## config.mk

```make
export PLATFORM = sky130hd
export DESIGN_NAME = echo_range_moving_average_flat
export DESIGN_NICKNAME = d
export VERILOG_FILES = /design/src/design/era_pkg.sv /design/src/design/era_chan_if.sv /design/src/design/era_ram.sv /design/src/design/echo_range_moving_average.sv /design/src/flat_wrapper.sv
export SDC_FILE = /design/constraint.sdc
export NUM_CORES = 1
export LEC_CHECK = 0
export BUFFER_PORTS_ARGS = -buffer_cell sky130_fd_sc_hd__buf_2
export CAP_MARGIN = 5
export CORE_UTILIZATION = 41
export CTS_BUF_LIST = sky130_fd_sc_hd__clkbuf_2 sky130_fd_sc_hd__clkbuf_4 sky130_fd_sc_hd__clkbuf_8
export CTS_CLUSTER_SIZE = 28
export DETAILED_ROUTE_END_ITERATION = 12
export PLACE_DENSITY_LB_ADDON = 0.2
export SLEW_MARGIN = 20
export SYNTH_ARGS = -nofsm -noshare
export SYNTH_HDL_FRONTEND = slang
export SYNTH_SLANG_ARGS = --single-unit
```

## constraint.sdc

```tcl
create_clock -name clk -period 4.9 [get_ports clk]
set_input_delay 0.98 -clock clk [delete_from_list [all_inputs] [get_ports clk]]
set_output_delay 0.98 -clock clk [all_outputs]
set_load 0.02 [all_outputs]
```

## src/design/era_pkg.sv

```systemverilog
package era_pkg;

    localparam int CH_W     = 2;
    localparam int STAMP_W  = 16;
    localparam int DIST_W   = 8;
    localparam int HELD_W   = 3;
    localparam int STEP_W   = $clog2(STAMP_W + 1);

    localparam logic [STAMP_W-1:0] TICKS_RESET = 16'd58;
    localparam logic [DIST_W-1:0]  DIST_SAT    = 8'hFF;

    typedef struct packed {
        logic [CH_W-1:0]    channel;
        logic [STAMP_W-1:0] capture_stamp;
    } in_item_t;

    typedef struct packed {
        logic [CH_W-1:0]    sensor_id;
        logic [STAMP_W-1:0] echo_ticks;
        logic [DIST_W-1:0]  distance_cm;
        logic [DIST_W-1:0]  average_cm;
        logic [HELD_W-1:0]  samples_held;
    } out_item_t;

    typedef struct packed {
        logic [STAMP_W-1:0] ticks_per_cm;
    } cfg_word_t;

endpackage

```

## src/design/era_chan_if.sv

```systemverilog
interface era_chan_if #(
    parameter type payload_t = logic
);
    logic     valid;
    logic     ready;
    payload_t data;

    modport source (output valid, output data, input ready);
    modport sink (input valid, input data, output ready);
endinterface

```

## src/design/era_ram.sv

```systemverilog
module era_ram #(
    parameter int WIDTH = 8,
    parameter int DEPTH = 16
) (
    input  logic                     clk,
    input  logic                     wr_en,
    input  logic [$clog2(DEPTH)-1:0] wr_addr,
    input  logic [WIDTH-1:0]         wr_data,
    input  logic                     rd_en,
    input  logic [$clog2(DEPTH)-1:0] rd_addr,
    output logic [WIDTH-1:0]         rd_data
);
    logic [WIDTH-1:0] store_reg [DEPTH];
    logic [WIDTH-1:0] rd_data_reg;

    always_ff @(posedge clk)
    begin
        if (wr_en)
        begin
            store_reg[wr_addr] <= wr_data;
        end
        if (rd_en)
        begin
            rd_data_reg <= store_reg[rd_addr];
        end
    end

    assign rd_data = rd_data_reg;
endmodule

```

## src/design/echo_range_moving_average.sv

```systemverilog
// channel   direction  payload                                          transaction
// samples   in         channel, capture_stamp                           one timer edge
// results   out        sensor_id, echo_ticks, distance_cm,              one finished
//                      average_cm, samples_held                         measurement
// cfg       in         ticks_per_cm                                     register write
//
// a rising edge only stores its stamp, and an edge on an unused channel is dropped
// a falling edge divides its width by ticks_per_cm, pushes the window, then divides again,
// using the one-bit-per-cycle restoring divider for distance and then for average
// samples is not ready while a measurement is in flight; cfg is always ready
// a finished result waits in the output register, and the next edge is taken meanwhile
// reset clears all per-channel state; the window memory is never cleared, only used once written
module echo_range_moving_average #(
    parameter int WINDOW_LEN  = 5,
    parameter int NUM_SENSORS = 3
) (
    input  logic       clk,
    input  logic       rst_n,
    era_chan_if.sink   samples,
    era_chan_if.source results,
    era_chan_if.sink   cfg
);
    import era_pkg::*;

    localparam int SLOT_W   = (WINDOW_LEN > 1) ? $clog2(WINDOW_LEN) : 1;
    localparam int FILL_W   = $clog2(WINDOW_LEN + 1);
    localparam int TOT_W    = DIST_W + FILL_W;
    localparam int CH_IDX_W = (NUM_SENSORS > 1) ? $clog2(NUM_SENSORS) : 1;
    localparam int ADDR_W   = CH_IDX_W + SLOT_W;

    // sequencer states
    localparam logic [2:0] S_IDLE = 3'd0;
    localparam logic [2:0] S_DIST = 3'd1;
    localparam logic [2:0] S_PUSH = 3'd2;
    localparam logic [2:0] S_AVG  = 3'd3;
    localparam logic [2:0] S_DONE = 3'd4;

    logic [2:0]          state_reg, state_next;
    logic [STAMP_W-1:0]  ticks_per_cm_reg, ticks_per_cm_next;

    // per-channel state
    logic                awaiting_reg [NUM_SENSORS];
    logic                awaiting_next [NUM_SENSORS];
    logic [STAMP_W-1:0]  rise_reg [NUM_SENSORS];
    logic [STAMP_W-1:0]  rise_next [NUM_SENSORS];
    logic [SLOT_W-1:0]   slot_reg [NUM_SENSORS];
    logic [SLOT_W-1:0]   slot_next [NUM_SENSORS];
    logic [FILL_W-1:0]   fill_reg [NUM_SENSORS];
    logic [FILL_W-1:0]   fill_next [NUM_SENSORS];
    logic [TOT_W-1:0]    total_reg [NUM_SENSORS];
    logic [TOT_W-1:0]    total_next [NUM_SENSORS];

    // measurement in flight
    logic [CH_W-1:0]     ch_reg, ch_next;
    logic [STAMP_W-1:0]  ticks_reg, ticks_next;
    logic [DIST_W-1:0]   dist_reg, dist_next;

    // shared restoring divider: remainder, dividend/quotient, divisor, step count
    logic [STAMP_W:0]    rem_reg, rem_next;
    logic [STAMP_W-1:0]  dq_reg, dq_next;
    logic [STAMP_W-1:0]  dvsr_reg, dvsr_next;
    logic [STEP_W-1:0]   step_reg, step_next;

    // output register
    logic                out_valid_reg, out_valid_next;
    out_item_t           out_reg, out_next;

    // combinational helpers
    in_item_t            item;
    logic [CH_IDX_W-1:0] in_idx;
    logic [CH_IDX_W-1:0] cur_idx;
    logic                in_used;
    logic [STAMP_W:0]    rem_shift;
    logic                fits;
    logic [STAMP_W:0]    rem_step;
    logic [STAMP_W-1:0]  dq_step;
    logic [DIST_W-1:0]   dist_sat;
    logic [DIST_W-1:0]   old_sample;
    logic                win_full;
    logic [TOT_W-1:0]    total_push;
    logic [FILL_W-1:0]   fill_push;
    logic [SLOT_W-1:0]   slot_adv;
    logic [ADDR_W-1:0]   win_addr;
    logic                ram_wr_en;
    logic                ram_rd_en;

    assign item    = samples.data;
    assign in_idx  = CH_IDX_W'(item.channel);
    assign cur_idx = CH_IDX_W'(ch_reg);
    assign in_used = (32'(item.channel) < NUM_SENSORS);

    assign samples.ready = (state_reg == S_IDLE);
    assign cfg.ready     = 1'b1;
    assign results.valid = out_valid_reg;
    assign results.data  = out_reg;

    // one divider step: shift in the next dividend bit, subtract if it fits
    // a zero divisor always fits, giving an all-ones quotient that saturates
    assign rem_shift = {rem_reg[STAMP_W-1:0], dq_reg[STAMP_W-1]};
    assign fits      = (rem_shift >= {1'b0, dvsr_reg});
    assign rem_step  = fits ? (rem_shift - {1'b0, dvsr_reg}) : rem_shift;
    assign dq_step   = {dq_reg[STAMP_W-2:0], fits};

    // window push for the channel in flight
    assign dist_sat   = (|dq_reg[STAMP_W-1:DIST_W]) ? DIST_SAT : dq_reg[DIST_W-1:0];
    assign win_full   = (fill_reg[cur_idx] == FILL_W'(WINDOW_LEN));
    assign total_push = win_full
                      ? (total_reg[cur_idx] - TOT_W'(old_sample) + TOT_W'(dist_sat))
                      : (total_reg[cur_idx] + TOT_W'(dist_sat));
    assign fill_push  = win_full ? fill_reg[cur_idx] : (fill_reg[cur_idx] + 1'b1);
    assign slot_adv   = (slot_reg[cur_idx] == SLOT_W'(WINDOW_LEN - 1))
                      ? '0 : (slot_reg[cur_idx] + 1'b1);

    // oldest sample is read during the distance division, overwritten at push
    assign win_addr  = {cur_idx, slot_reg[cur_idx]};
    assign ram_rd_en = (state_reg == S_DIST);
    assign ram_wr_en = (state_reg == S_PUSH);

    era_ram #(
        .WIDTH (DIST_W),
        .DEPTH (1 << ADDR_W)
    ) u_window (
        .clk     (clk),
        .wr_en   (ram_wr_en),
        .wr_addr (win_addr),
        .wr_data (dist_sat),
        .rd_en   (ram_rd_en),
        .rd_addr (win_addr),
        .rd_data (old_sample)
    );

    always_comb
    begin
        state_next        = state_reg;
        ticks_per_cm_next = ticks_per_cm_reg;
        awaiting_next     = awaiting_reg;
        rise_next         = rise_reg;
        slot_next         = slot_reg;
        fill_next         = fill_reg;
        total_next        = total_reg;
        ch_next           = ch_reg;
        ticks_next        = ticks_reg;
        dist_next         = dist_reg;
        rem_next          = rem_reg;
        dq_next           = dq_reg;
        dvsr_next         = dvsr_reg;
        step_next         = step_reg;
        out_valid_next    = out_valid_reg;
        out_next          = out_reg;

        if (cfg.valid)
        begin
            ticks_per_cm_next = cfg.data.ticks_per_cm;
        end

        // result taken downstream
        if (results.ready)
        begin
            out_valid_next = 1'b0;
        end

        unique case (state_reg)
            S_IDLE:
            begin
                if (samples.valid && in_used)
                begin
                    if (!awaiting_reg[in_idx])
                    begin
                        // rising edge: remember the stamp
                        rise_next[in_idx]     = item.capture_stamp;
                        awaiting_next[in_idx] = 1'b1;
                    end
                    else
                    begin
                        // falling edge: modular width, start distance division
                        awaiting_next[in_idx] = 1'b0;
                        ch_next    = item.channel;
                        ticks_next = item.capture_stamp - rise_reg[in_idx];
                        rem_next   = '0;
                        dq_next    = item.capture_stamp - rise_reg[in_idx];
                        dvsr_next  = ticks_per_cm_reg;
                        step_next  = STEP_W'(STAMP_W);
                        state_next = S_DIST;
                    end
                end
            end
            S_DIST:
            begin
                rem_next  = rem_step;
                dq_next   = dq_step;
                step_next = step_reg - 1'b1;
                if (step_reg == STEP_W'(1))
                begin
                    state_next = S_PUSH;
                end
            end
            S_PUSH:
            begin
                dist_next           = dist_sat;
                total_next[cur_idx] = total_push;
                fill_next[cur_idx]  = fill_push;
                slot_next[cur_idx]  = slot_adv;
                // average: total left-aligned so only its TOT_W bits are divided
                rem_next   = '0;
                dq_next    = STAMP_W'(total_push) << (STAMP_W - TOT_W);
                dvsr_next  = STAMP_W'(fill_push);
                step_next  = STEP_W'(TOT_W);
                state_next = S_AVG;
            end
            S_AVG:
            begin
                rem_next  = rem_step;
                dq_next   = dq_step;
                step_next = step_reg - 1'b1;
                if (step_reg == STEP_W'(1))
                begin
                    state_next = S_DONE;
                end
            end
            S_DONE:
            begin
                if (!out_valid_reg || results.ready)
                begin
                    out_valid_next        = 1'b1;
                    out_next.sensor_id    = ch_reg;
                    out_next.echo_ticks   = ticks_reg;
                    out_next.distance_cm  = dist_reg;
                    out_next.average_cm   = dq_reg[DIST_W-1:0];
                    out_next.samples_held = HELD_W'(fill_reg[cur_idx]);
                    state_next            = S_IDLE;
                end
            end
            default:
            begin
                state_next = S_IDLE;
            end
        endcase
    end

    always_ff @(posedge clk or negedge rst_n)
    begin
        if (!rst_n)
        begin
            state_reg        <= S_IDLE;
            ticks_per_cm_reg <= TICKS_RESET;
            out_valid_reg    <= 1'b0;
            for (int i = 0; i < NUM_SENSORS; i++)
            begin
                awaiting_reg[i] <= 1'b0;
                rise_reg[i]     <= '0;
                slot_reg[i]     <= '0;
                fill_reg[i]     <= '0;
                total_reg[i]    <= '0;
            end
        end
        else
        begin
            state_reg        <= state_next;
            ticks_per_cm_reg <= ticks_per_cm_next;
            out_valid_reg    <= out_valid_next;
            awaiting_reg     <= awaiting_next;
            rise_reg         <= rise_next;
            slot_reg         <= slot_next;
            fill_reg         <= fill_next;
            total_reg        <= total_next;
        end
    end

    // datapath registers, no reset needed
    always_ff @(posedge clk)
    begin
        ch_reg    <= ch_next;
        ticks_reg <= ticks_next;
        dist_reg  <= dist_next;
        rem_reg   <= rem_next;
        dq_reg    <= dq_next;
        dvsr_reg  <= dvsr_next;
        step_reg  <= step_next;
        out_reg   <= out_next;
    end
endmodule

```

## src/flat_wrapper.sv

```systemverilog
// flat-port wrapper written by rule: the top's interface ports become plain ports
module echo_range_moving_average_flat import era_pkg::*;
#(
    parameter int WINDOW_LEN  = 5,
    parameter int NUM_SENSORS = 3
)
  (clk, rst_n, samples_valid, samples_data, samples_ready, results_valid, results_data, results_ready, cfg_valid, cfg_data, cfg_ready);
  era_chan_if #(.payload_t(in_item_t)) samples_i ();
  era_chan_if #(.payload_t(out_item_t)) results_i ();
  era_chan_if #(.payload_t(cfg_word_t)) cfg_i ();
  input  logic clk;
  input  logic rst_n;
  input wire logic [$bits(samples_i.valid)-1:0] samples_valid;
  input wire logic [$bits(samples_i.data)-1:0] samples_data;
  output wire logic [$bits(samples_i.ready)-1:0] samples_ready;
  output wire logic [$bits(results_i.valid)-1:0] results_valid;
  output wire logic [$bits(results_i.data)-1:0] results_data;
  input wire logic [$bits(results_i.ready)-1:0] results_ready;
  input wire logic [$bits(cfg_i.valid)-1:0] cfg_valid;
  input wire logic [$bits(cfg_i.data)-1:0] cfg_data;
  output wire logic [$bits(cfg_i.ready)-1:0] cfg_ready;
  assign samples_i.valid = samples_valid;
  assign samples_i.data = samples_data;
  assign samples_ready = samples_i.ready;
  assign results_valid = results_i.valid;
  assign results_data = results_i.data;
  assign results_i.ready = results_ready;
  assign cfg_i.valid = cfg_valid;
  assign cfg_i.data = cfg_data;
  assign cfg_ready = cfg_i.ready;
  echo_range_moving_average #(.WINDOW_LEN(WINDOW_LEN), .NUM_SENSORS(NUM_SENSORS)) u_core (.clk(clk), .rst_n(rst_n), .samples(samples_i), .results(results_i), .cfg(cfg_i));
endmodule
```

==> run summary, run 1 <==
TNS Setup -> 0 ns
First-pass GRT wire length -> 74.3 mm
DRT Pass-1 Iters -> 9
Cell area after layout -> 23500 µm²
Area grow syn2layout -> 13.1%
Pwr dens -> 579 nW/µm²
CTS buffer count -> 76
Synth top area share -> 47.4%
CP startpoint -> u_core.dq_reg[14]
Largest net degree at the start of global routing -> 63
Worst clock skew -> 0.0267 ns
Routed WL per cell -> 19.7 µm
Maximum VDD drop -> 255 µV
Fraction of layout cells with a size suffix above 1 -> 20.1%
Max-slew violation count -> 0
Syn nets -> 1682
# hold bufs at CTS -> 0
Worst min path class -> reg -> reg
Internal -> 8.85 mW
Worst setup path end -> u_core.dq_reg[15]
Fin. Hold Viols -> 0
Synth Instances -> 1573
Kind of critical path -> reg -> reg
Crit. End Element -> flop
Register Area -> 12900 µm²
CP max stage cell -> fa_1
Die H -> 227 µm
Final setup fails -> 0
Req. time, crit path -> 5.27 ns
Reg power frac -> 40.1%
Max reg flops -> 204
Iteration-0 DRC Markers -> 954
HPWL after detailed placement -> 31.8 mm
Grt ovf -> 0
Port buffer count -> 77
Yosys cell types -> 75
Failing checks -> DRC
Leak -> 9.25 nW
CP Cell Sequence -> nor4_1 -> nand2_1 -> nor2_1 -> fa_1 -> fa_1 -> nor2b_1 -> o31a_1 -> o221ai_1 -> a21oi_1 -> xnor2_1 -> o21ai_0 -> buf_4 -> o221ai_1
Critical Path Max Stage Delay -> 0.51 ns
Switching Fraction -> 34.9%
FILL cells -> 4555
CP Launch Type -> flop
Clock slew at reported path FFs -> 0.06 ns
Total core area -> 50100 µm²
Routed vias -> 12763
Multi-input logic area -> 7250 µm²
Max Root-Sink Buffers -> 3
Top FF cell, synth -> edfxtp_1
Syn Area/Cell -> 13.2 µm²
Vias in the first global route -> 12991
GRT Total Usage -> 19.1%
Headroom to the max-slew limit -> 30.4%
Met2 Usage GRT -> 31.2%
Number of synthesized flops with an enable pin -> 328
Busiest layer in global routing -> met2
Root buffer cell -> clkbuf_8
Final Cycle Share -> 81.2%
Number of synthesized register bits -> 450
Worst EP arrival -> 4.35 ns
Post-cts resize count -> 0
DRC -> 1
Max Cap Viol -> 0
Sequential area share after synthesis -> 62.2%
Routability Congestion -> 0.887
Final wirelength -> 47.8 mm
Yosys top cell by area -> edfxtp_1
H-tree depth -> 3
I/O pins -> 79
Clock sinks -> 450
Clk_lat worst skew -> 0.67 ns
Met3 Use GR -> 3.96%
Switching power -> 4.74 mW
FP Rows -> 82
Register-to-Register Path Depth -> 13
Clock share of power -> 25.2%
Crit path time final -> 3.98 ns
Initial core utilization -> 41.5%
Asr flop ratio synth -> 27.1%
Fmax -> 0.251 GHz
Worst r2r src -> u_core.dq_reg[14]
Met1 GRT Util -> 25.3%
Die width -> 227 µm
Antenna Violating Nets Remaining -> 0
Via/cell ratio -> 5.26
Die Area -> 51500 µm²
Antenna Cells -> 0
Worst Tran Pin Value -> 1.04 ns
CTS tree -> done
# nets final -> 1799
Setup slack, reg-to-reg -> 0.92 ns
Yosys warnings -> 0
Comb pwr share -> 34.7%
CP max FO -> 8
RSZ-0062 raised after global routing -> no
RR Endpoint -> u_core.dq_reg[15]
Top cells by area, synth -> edfxtp_1 47%, dfrtp_1 14%, mux2_2 3.8%
Mapped cell area -> 20800 µm²
Initial antenna violation count -> 0
Area of placed instances -> 21900 µm²
Postcts setup bufs -> 0
Status -> finished, violations left
## area by class of cell
type,instances,share of cell area [%]
clock inverter,31,1.01
timing repair buffer,107,2.72
multi-input combinational,978,30.9
clock buffer,110,5.62
sequential,450,55.0
inverter,77,1.23
tap,672,3.58
## through the flow
step	instances	util [%]	power (mW)	setup slack, ns	hold WS, ns
2_1_floorplan	1573	-	8.99	0.974	0.400
3_3_place_gp	2284	43.8	10.2	0.685	0.403
3_5_place_dp	2284	43.8	10.3	0.667	0.405
4_1_cts	2425	46.9	13.7	0.931	0.412
5_1_grt	2425	46.9	14.5	0.609	0.418
6_report	2425	46.9	13.6	0.920	0.414
## worst max-delay path: cells and delay by family (launching register included)
family / cells / cell delay, ns
compound gates: 5 / 1.04
simple gates: 4 / 1.02
fa+ha+maj: 2 / 0.96
flops: 1 / 0.41
buf+inv: 1 / 0.19
xor+xnor: 1 / 0.09
## how the worst min path moves through the flow
stage | to | start | depth (start not counted) | slack, ns
5_1_grt | u_core.results.data[23] | u_core.ticks_reg[4] | 0 | 0.42
6_report | u_core.results.data[23] | u_core.ticks_reg[4] | 0 | 0.41
3_3_place_gp | u_core.results.data[28] | u_core.ticks_reg[9] | 0 | 0.40
2_1_floorplan | u_core.results.data[11] | u_core.dist_reg[0] | 0 | 0.40
3_5_place_dp | u_core.results.data[11] | u_core.dist_reg[0] | 0 | 0.40
4_1_cts | u_core.ticks_per_cm_reg[9] | rst_n | 1 | 0.41
## power groups by stage
stage | Clock, mW | Sequential [mW] | Combinational, mW
finish | 3.42 | 5.45 | 4.72
global route | 3.67 | 5.53 | 5.26
detailed placement | 0 | 5.52 | 4.73
global placement | 0 | 5.51 | 4.65
floorplan | 0 | 5.32 | 3.67
CTS | 3.53 | 5.45 | 4.75
## logic make-up after synthesis
kind of cell	after synthesis	synth area share (%)
other	1	0.0181
xor gates and xnor gates	46	1.94
buffers and inverters	145	3.03
DFF	450	62.2
adders and majority gates	70	4.62
and+or+nand+nor	374	8.44
AOI/OAI and AO/OA	314	9.60
muxes	173	10.2
## metal layers
| layer | vias up | part of all wire [%] |
|---|---|---|
| met3 | 83 | 5.3 |
| met4 | 0 | 2.5 |
| met1 | 6326 | 45 |
| met2 | 314 | 48 |
| li1 | 6040 | - |
| met5 | - | 0 |
## Yosys cell counts (10+ instances only)
| library cell | number |
|---|---|
| nor2b_1 | 15 |
| xor2_1 | 16 |
| inv_1 | 76 |
| a31oi_1 | 10 |
| buf_4 | 10 |
| ha_1 | 59 |
| fa_1 | 11 |
| a211oi_1 | 42 |
| nand3_1 | 14 |
| xnor2_1 | 30 |
| mux4_2 | 22 |
| nor2_1 | 112 |
| mux2_2 | 70 |
| nand2_1 | 124 |
| buf_2 | 12 |
| mux2i_1 | 78 |
| o21a_1 | 17 |
| nor3_1 | 20 |
| o21ai_0 | 98 |
| clkbuf_1 | 36 |
| dfrtp_1 | 118 |
| edfxtp_1 | 328 |
| and2_1 | 35 |
| a21o_1 | 11 |
| a21oi_1 | 72 |
## layout by cell type, fill, tap and decap left out, drive strengths merged, types with 14 or more instances in the layout
| cell | netlist | routed |
|---|---|---|
| edfxtp | 328 | 328 |
| nand2 | 124 | 124 |
| dfrtp | 118 | 118 |
| nor2 | 113 | 113 |
| clkbuf | 37 | 110 |
| buf | 31 | 107 |
| o21ai | 102 | 102 |
| inv | 77 | 80 |
| mux2i | 79 | 79 |
| a21oi | 74 | 74 |
| mux2 | 72 | 72 |
| ha | 59 | 59 |
| a211oi | 43 | 43 |
| and2 | 36 | 36 |
| xnor2 | 30 | 30 |
| nor3 | 25 | 25 |
| clkinv | 0 | 24 |
| mux4 | 22 | 22 |
| o21a | 17 | 17 |
| xor2 | 16 | 16 |
| nor2b | 15 | 15 |
| nand3 | 14 | 14 |
Power figures use the tool's default switching activity.
==> run 2, diff against run 1 <==
==> constraint.sdc (replaced) <==
create_clock -name clk -period 4.1 [get_ports clk]
set_input_delay 0.82 -clock clk [delete_from_list [all_inputs] [get_ports clk]]
set_output_delay 0.82 -clock clk [all_outputs]
set_load 0.02 [all_outputs]
==> run 2 against run 1 <==
  * The run now ends clean
  * First-iteration DRC count is 25% lower
  * Sequential share of layout area fell by 0.51 points
  * Routed wire length rose by 2.5%
  * Clock-buffer cell count stayed put
  * Maximum frequency grew 4.6%
  * Critical path depth up 2
  * Total power rose by 20%
  * Critical path type unchanged
  * Critical endpoint is now u_core.dq_reg[13]
  * Largest cell class unchanged
==> run summary, run 2 (synthesis gave the netlist of run 1 again) <==
DRT Pass-1 Iters -> 5
Routed vias -> 12952
Die width -> 227 µm
Iteration-0 DRC Markers -> 717
Met1 GRT Util -> 26.2%
Status -> finished, final reports clean
Fin. Hold Viols -> 0
CP Launch Type -> flop
TNS Setup -> 0 ns
Max reg flops -> 204
Fraction of layout cells with a size suffix above 1 -> 21.6%
FP Rows -> 82
CP max FO -> 8
Commonest non-fill, non-tap cells in the layout -> 328 x edfxtp_1, 123 x nand2_1, 118 x dfrtp_1
Pwr dens -> 689 nW/µm²
Max-slew violation count -> 0
Routability Congestion -> 0.920
Maximum VDD drop -> 281 µV
Commonest non-fill, non-tap cell in the layout -> edfxtp_1
Vias in the first global route -> 13020
Total core area -> 50100 µm²
RSZ-0062 raised after global routing -> no
Utilization after layout -> 47.3%
RR Endpoint -> u_core.dq_reg[13]
GRT Total Usage -> 19.5%
Crit path time final -> 3.80 ns
Worst EP arrival -> 4.21 ns
Clock slew at reported path FFs -> 0.07 ns
Setup slack, reg-to-reg -> 0.30 ns
Kind of critical path -> reg -> reg
Crit-path leading delay family -> simple AND/OR/NAND/NOR gates
H-tree depth -> 3
Leak -> 9.38 nW
Worst clock skew -> 0.0275 ns
Met3 Use GR -> 3.73%
CP Cell Sequence -> nor4_1 -> nand2_2 -> nor2_1 -> ha_1 -> inv_1 -> ha_1 -> inv_1 -> fa_1 -> nor2b_1 -> o31a_1 -> o221ai_1 -> nor2b_1 -> xnor2_1 -> mux2i_2 -> o221ai_1
Worst Tran Pin Value -> 1.11 ns
CTS tree -> done
Inst Count DP -> 2312
Grt ovf -> 0
Die Area -> 51500 µm²
Hold WS -> 0.153 ns
Final Cycle Share -> 92.8%
Fin cells -> 2454
Busiest layer in global routing -> met2
Clk_lat worst skew -> 0.68 ns
Critical Path Max Stage Delay -> 0.40 ns
Initial core utilization -> 41.5%
Routed WL per cell -> 20.0 µm
Worst min path class -> in -> async
Register-to-Register Path Depth -> 15
CP Buf/Inv Count -> 2
Final setup fails -> 0
Port buffer count -> 77
Via/cell ratio -> 5.28
Initial antenna violation count -> 2
HPWL after detailed placement -> 32.9 mm
I/O pins -> 79
Crit. End Element -> flop
CP max stage cell -> edfxtp_1
Worst r2r src -> u_core.dq_reg[14]
Clock sinks -> 450
CTS buffer count -> 75
Max Cap Viol -> 0
Die H -> 227 µm
Req. time, crit path -> 4.51 ns
Antenna Violating Nets Remaining -> 0
Met2 Usage GRT -> 31.1%
# nets final -> 1826
Area grow syn2layout -> 14.2%
Max Root-Sink Buffers -> 3
First-pass GRT wire length -> 75.5 mm
Fmax -> 0.263 GHz
Largest net degree at the start of global routing -> 73
Final wirelength -> 49.0 mm
Root buffer cell -> clkbuf_8
Headroom to the max-slew limit -> 25.7%
DRC -> 0
Design Power -> 16.3 mW
## run 2: cell types whose count changed in the layout (fill, tap and decap cells not counted), sizes merged
cell,change
buf,+28
diode,+2
bufinv,-1
clkinvlp,-1
inv,+1
## run 2: metrics by stage
step | setup slack, ns | area, µm²
finish | 0.295 | 23700
floorplan | 0.264 | 20800
global route | 0.0238 | 23700
global placement | 0.187 | 22100
detailed placement | 0.148 | 22100
CTS | 0.148 | 23700
## run 2: area by class of cell
| cell class | count | area [µm²] |
|---|---|---|
| Fill cell | 4558 | 26400 |
| Clock inverter | 30 | 211 |
| Inverter | 77 | 289 |
| Tap cell | 672 | 841 |
| Clock buffer | 110 | 1330 |
| Antenna cell | 2 | 5.00 |
| Multi-Input combinational cell | 978 | 7260 |
| Sequential cell | 450 | 12900 |
| Timing Repair Buffer | 135 | 865 |
## run 2: how the worst max path moves through the flow
| stage | from | end | depth (start not counted) |
|---|---|---|---|
| 2_1_floorplan | u_core.ch_reg[1] | u_core.dq_reg[15] | 15 |
| 3_3_place_gp | samples_data[17] | u_core.dq_reg[14] | 13 |
| 3_5_place_dp | u_core.dq_reg[15] | u_core.dq_reg[15] | 12 |
| 4_1_cts | u_core.dq_reg[14] | u_core.dq_reg[15] | 12 |
| 5_1_grt | u_core.dq_reg[14] | u_core.dq_reg[13] | 15 |
| 6_report | u_core.dq_reg[14] | u_core.dq_reg[13] | 15 |
## run 2: timing repair
| action | in CTS | in global routing |
|---|---|---|
| gates resized for setup | 0 | 4 |
| hold buffers | 0 | 0 |
| buffers inserted | 0 | 0 |
| endpoints found under the setup margin | 0 | 3 |
## run 2: per-layer routing
layer	vias to the layer above	part of all wire, %
met2	310	47
li1	6089	-
met1	6447	45
met5	-	0
met4	0	3.2
met3	106	4.7
## run 2: where the power goes
part	internal (mW)	switching, mW	total, mW	leakage [nW]
Combinational	2.49	3.31	5.80	3.72
Sequential	5.96	0.546	6.51	4.85
Clock	2.18	1.87	4.04	0.821
==> run 3, diff against run 2 <==
--- a/config.mk
+++ b/config.mk
@@ -11,6 +11,7 @@
 export CTS_BUF_LIST = sky130_fd_sc_hd__clkbuf_2 sky130_fd_sc_hd__clkbuf_4 sky130_fd_sc_hd__clkbuf_8
 export CTS_CLUSTER_SIZE = 28
 export DETAILED_ROUTE_END_ITERATION = 12
+export GPL_TIMING_DRIVEN = 0
 export PLACE_DENSITY_LB_ADDON = 0.2
 export SLEW_MARGIN = 20
 export SYNTH_ARGS = -nofsm -noshare
==> run 3 against run 2 <==
  * Routed wire length rose by 4.2%
  * Cell count rose by 0.73%
  * Critical path depth decreased by 8
  * Setup slack got worse by 0.21 ns
  * Utilization increased by 0.57 points
  * Via count is 2.5% higher
  * Maximum frequency decreased by 5.3%
  * Global-route usage rose by 0.60 points
  * Design area is 1.2% higher
  * Clock skew increased by 0.0040 ns
  * Combinational power up 4.7%
  * Die area unchanged
  * Largest cell class unchanged
  * Highest routed layer unchanged
==> run summary, run 3 (synthesis gave the netlist of run 1 again) <==
Headroom to the max-slew limit -> 29.8%
Maximum VDD drop -> 299 µV
H-tree depth -> 3
DRT Pass-1 Iters -> 5
Routed WL per cell -> 20.7 µm
Worst EP arrival -> 4.27 ns
Antenna Cells -> 0
# nets final -> 1846
Register-to-Register Path Depth -> 7
Design Power -> 17.0 mW
Grt ovf -> 0
Antenna Violating Nets Remaining -> 0
Max Cap Viol -> 0
CTS tree -> done
First-pass GRT wire length -> 77.4 mm
Largest net degree at the start of global routing -> 65
Final Cycle Share -> 98.0%
# hold bufs at CTS -> 0
Leak -> 9.41 nW
RSZ-0062 raised after global routing -> yes
Setup slack, reg-to-reg -> 0.08 ns
Fin. Hold Viols -> 0
Area grow syn2layout -> 15.6%
CP max FO -> 15
CP Launch Type -> flop
Pwr dens -> 707 nW/µm²
RR Endpoint -> u_core.u_window.store_reg[5][3]
Die Area -> 51500 µm²
Clock slew at reported path FFs -> 0.06 ns
Crit path time final -> 4.02 ns
Max reg flops -> 204
Root buffer cell -> clkbuf_8
Cell area after layout -> 24000 µm²
Req. time, crit path -> 4.35 ns
Worst r2r src -> u_core.state_reg[2]
Worst min path class -> in -> async
FP Rows -> 82
Routed vias -> 13274
HPWL after detailed placement -> 34.7 mm
Initial core utilization -> 41.5%
Total core area -> 50100 µm²
Initial antenna violation count -> 0
Status -> finished, final reports clean
Fmax -> 0.249 GHz
Final setup fails -> 0
Clock sinks -> 450
Commonest non-fill, non-tap cells in the layout -> 328 x edfxtp_1, 124 x nand2_1, 118 x dfrtp_1
Commonest non-fill, non-tap cell in the layout -> edfxtp_1
FILL cells -> 4482
CTS buffer count -> 77
Die H -> 227 µm
Via/cell ratio -> 5.37
Vias in the first global route -> 13155
Port buffer count -> 76
Hold WS -> 0.121 ns
GRT Total Usage -> 20.1%
Worst clock skew -> 0.0315 ns
Clk_lat worst skew -> 0.65 ns
Max-slew violation count -> 0
Kind of critical path -> reg -> reg
Worst Tran Pin Value -> 1.05 ns
DRC -> 0
Iteration-0 DRC Markers -> 967
Fraction of layout cells with a size suffix above 1 -> 21.9%
I/O pins -> 79
Final wirelength -> 51.1 mm
Area of placed instances -> 22100 µm²
Crit. End Element -> flop
Die width -> 227 µm
Max Root-Sink Buffers -> 3
Routability Congestion -> 0.871
## run 3: cell count changes in the layout (fill, tap and decap cells not counted), moves of 5 or more
| cell | previous run | this run |
|---|---|---|
| buf_6 | 1 | 7 |
| clkbuf_1 | 0 | 33 |
| nor2_2 | 3 | 13 |
| a21oi_1 | 71 | 65 |
| clkinvlp_4 | 1 | 7 |
| nor2_1 | 110 | 99 |
| a21oi_2 | 2 | 8 |
| buf_2 | 76 | 85 |
| bufinv_16 | 1 | 8 |
| buf_4 | 55 | 16 |
| clkbuf_8 | 80 | 85 |
## run 3: through the flow
stage	TNS [ns]	worst slack (ns)	std cells	utilization [%]
2_1_floorplan	0	0.264	1573	-
3_3_place_gp	-80.23	-1.30	2321	43.9
3_5_place_dp	-31.32	-1.33	2325	44.1
4_1_cts	0	0.00767	2469	47.7
5_1_grt	-10.08	-0.157	2472	47.9
6_report	0	0.0819	2472	47.9
## run 3: critical path, cell delays in order (launching register included)
cell and delay, ns:
dfrtp_1 0.39, clkbuf_1 0.26, nor2_1 0.25, nand2_1 0.44
inv_1 0.30, clkdlybuf4s15_1 0.76, nand2_1 0.46, nor2_1 0.75
## run 3: how the worst max path moves through the flow
stage | start | to | slack, ns | depth (start not counted)
after global routing | u_core.state_reg[2] | u_core.u_window.store_reg[10][3] | -0.16 | 7
after global placement | u_core.ch_reg[0] | u_core.dq_reg[15] | -1.30 | 14
after detailed placement | u_core.ch_reg[0] | u_core.dq_reg[15] | -1.33 | 14
after CTS | u_core.state_reg[2] | u_core.u_window.store_reg[5][3] | 0.008 | 7
after floorplan | u_core.ch_reg[1] | u_core.dq_reg[15] | 0.26 | 15
final | u_core.state_reg[2] | u_core.u_window.store_reg[5][3] | 0.08 | 7
## run 3: metal layers
| layer | vias to the layer above | part of all wire [%] | GRT usage, % |
|---|---|---|---|
| li1 | 6124 | - | - |
| met1 | 6661 | 44 | 26.9 |
| met2 | 400 | 48 | 32.5 |
| met3 | 89 | 5.7 | 4.04 |
| met4 | 0 | 2.6 | 7.06 |
| met5 | - | 0 | 0 |
## run 3: power by group
part	switching, mW	internal, mW	total (mW)	leakage [nW]
Combinational	3.56	2.51	6.07	3.68
Sequential	0.450	5.96	6.41	4.85
Clock	1.83	2.65	4.48	0.889
## run 3: layout make-up
| cell class | instances | area [µm²] | area share [%] |
|---|---|---|---|
| clock buffers | 111 | 1370 | 5.69 |
| repair buffers | 86 | 518 | 2.16 |
| plain buffers | 65 | 377 | 1.57 |
| clock inverters | 31 | 354 | 1.48 |
| well taps | 672 | 841 | 3.50 |
| inverters | 77 | 297 | 1.24 |
| repair inverters | 2 | 10.0 | 0.0417 |
| flip-flops and latches | 450 | 12900 | 53.8 |
| multi-input cells | 978 | 7330 | 30.5 |
## run 3: timing repair
item                                    CTS  global route
pin swaps                                 0             1
hold endpoints to repair                  0             0
buffers inserted                          3             3
resized for setup                        20            26
gates cloned                              1             1
endpoints found under the setup margin   40           189
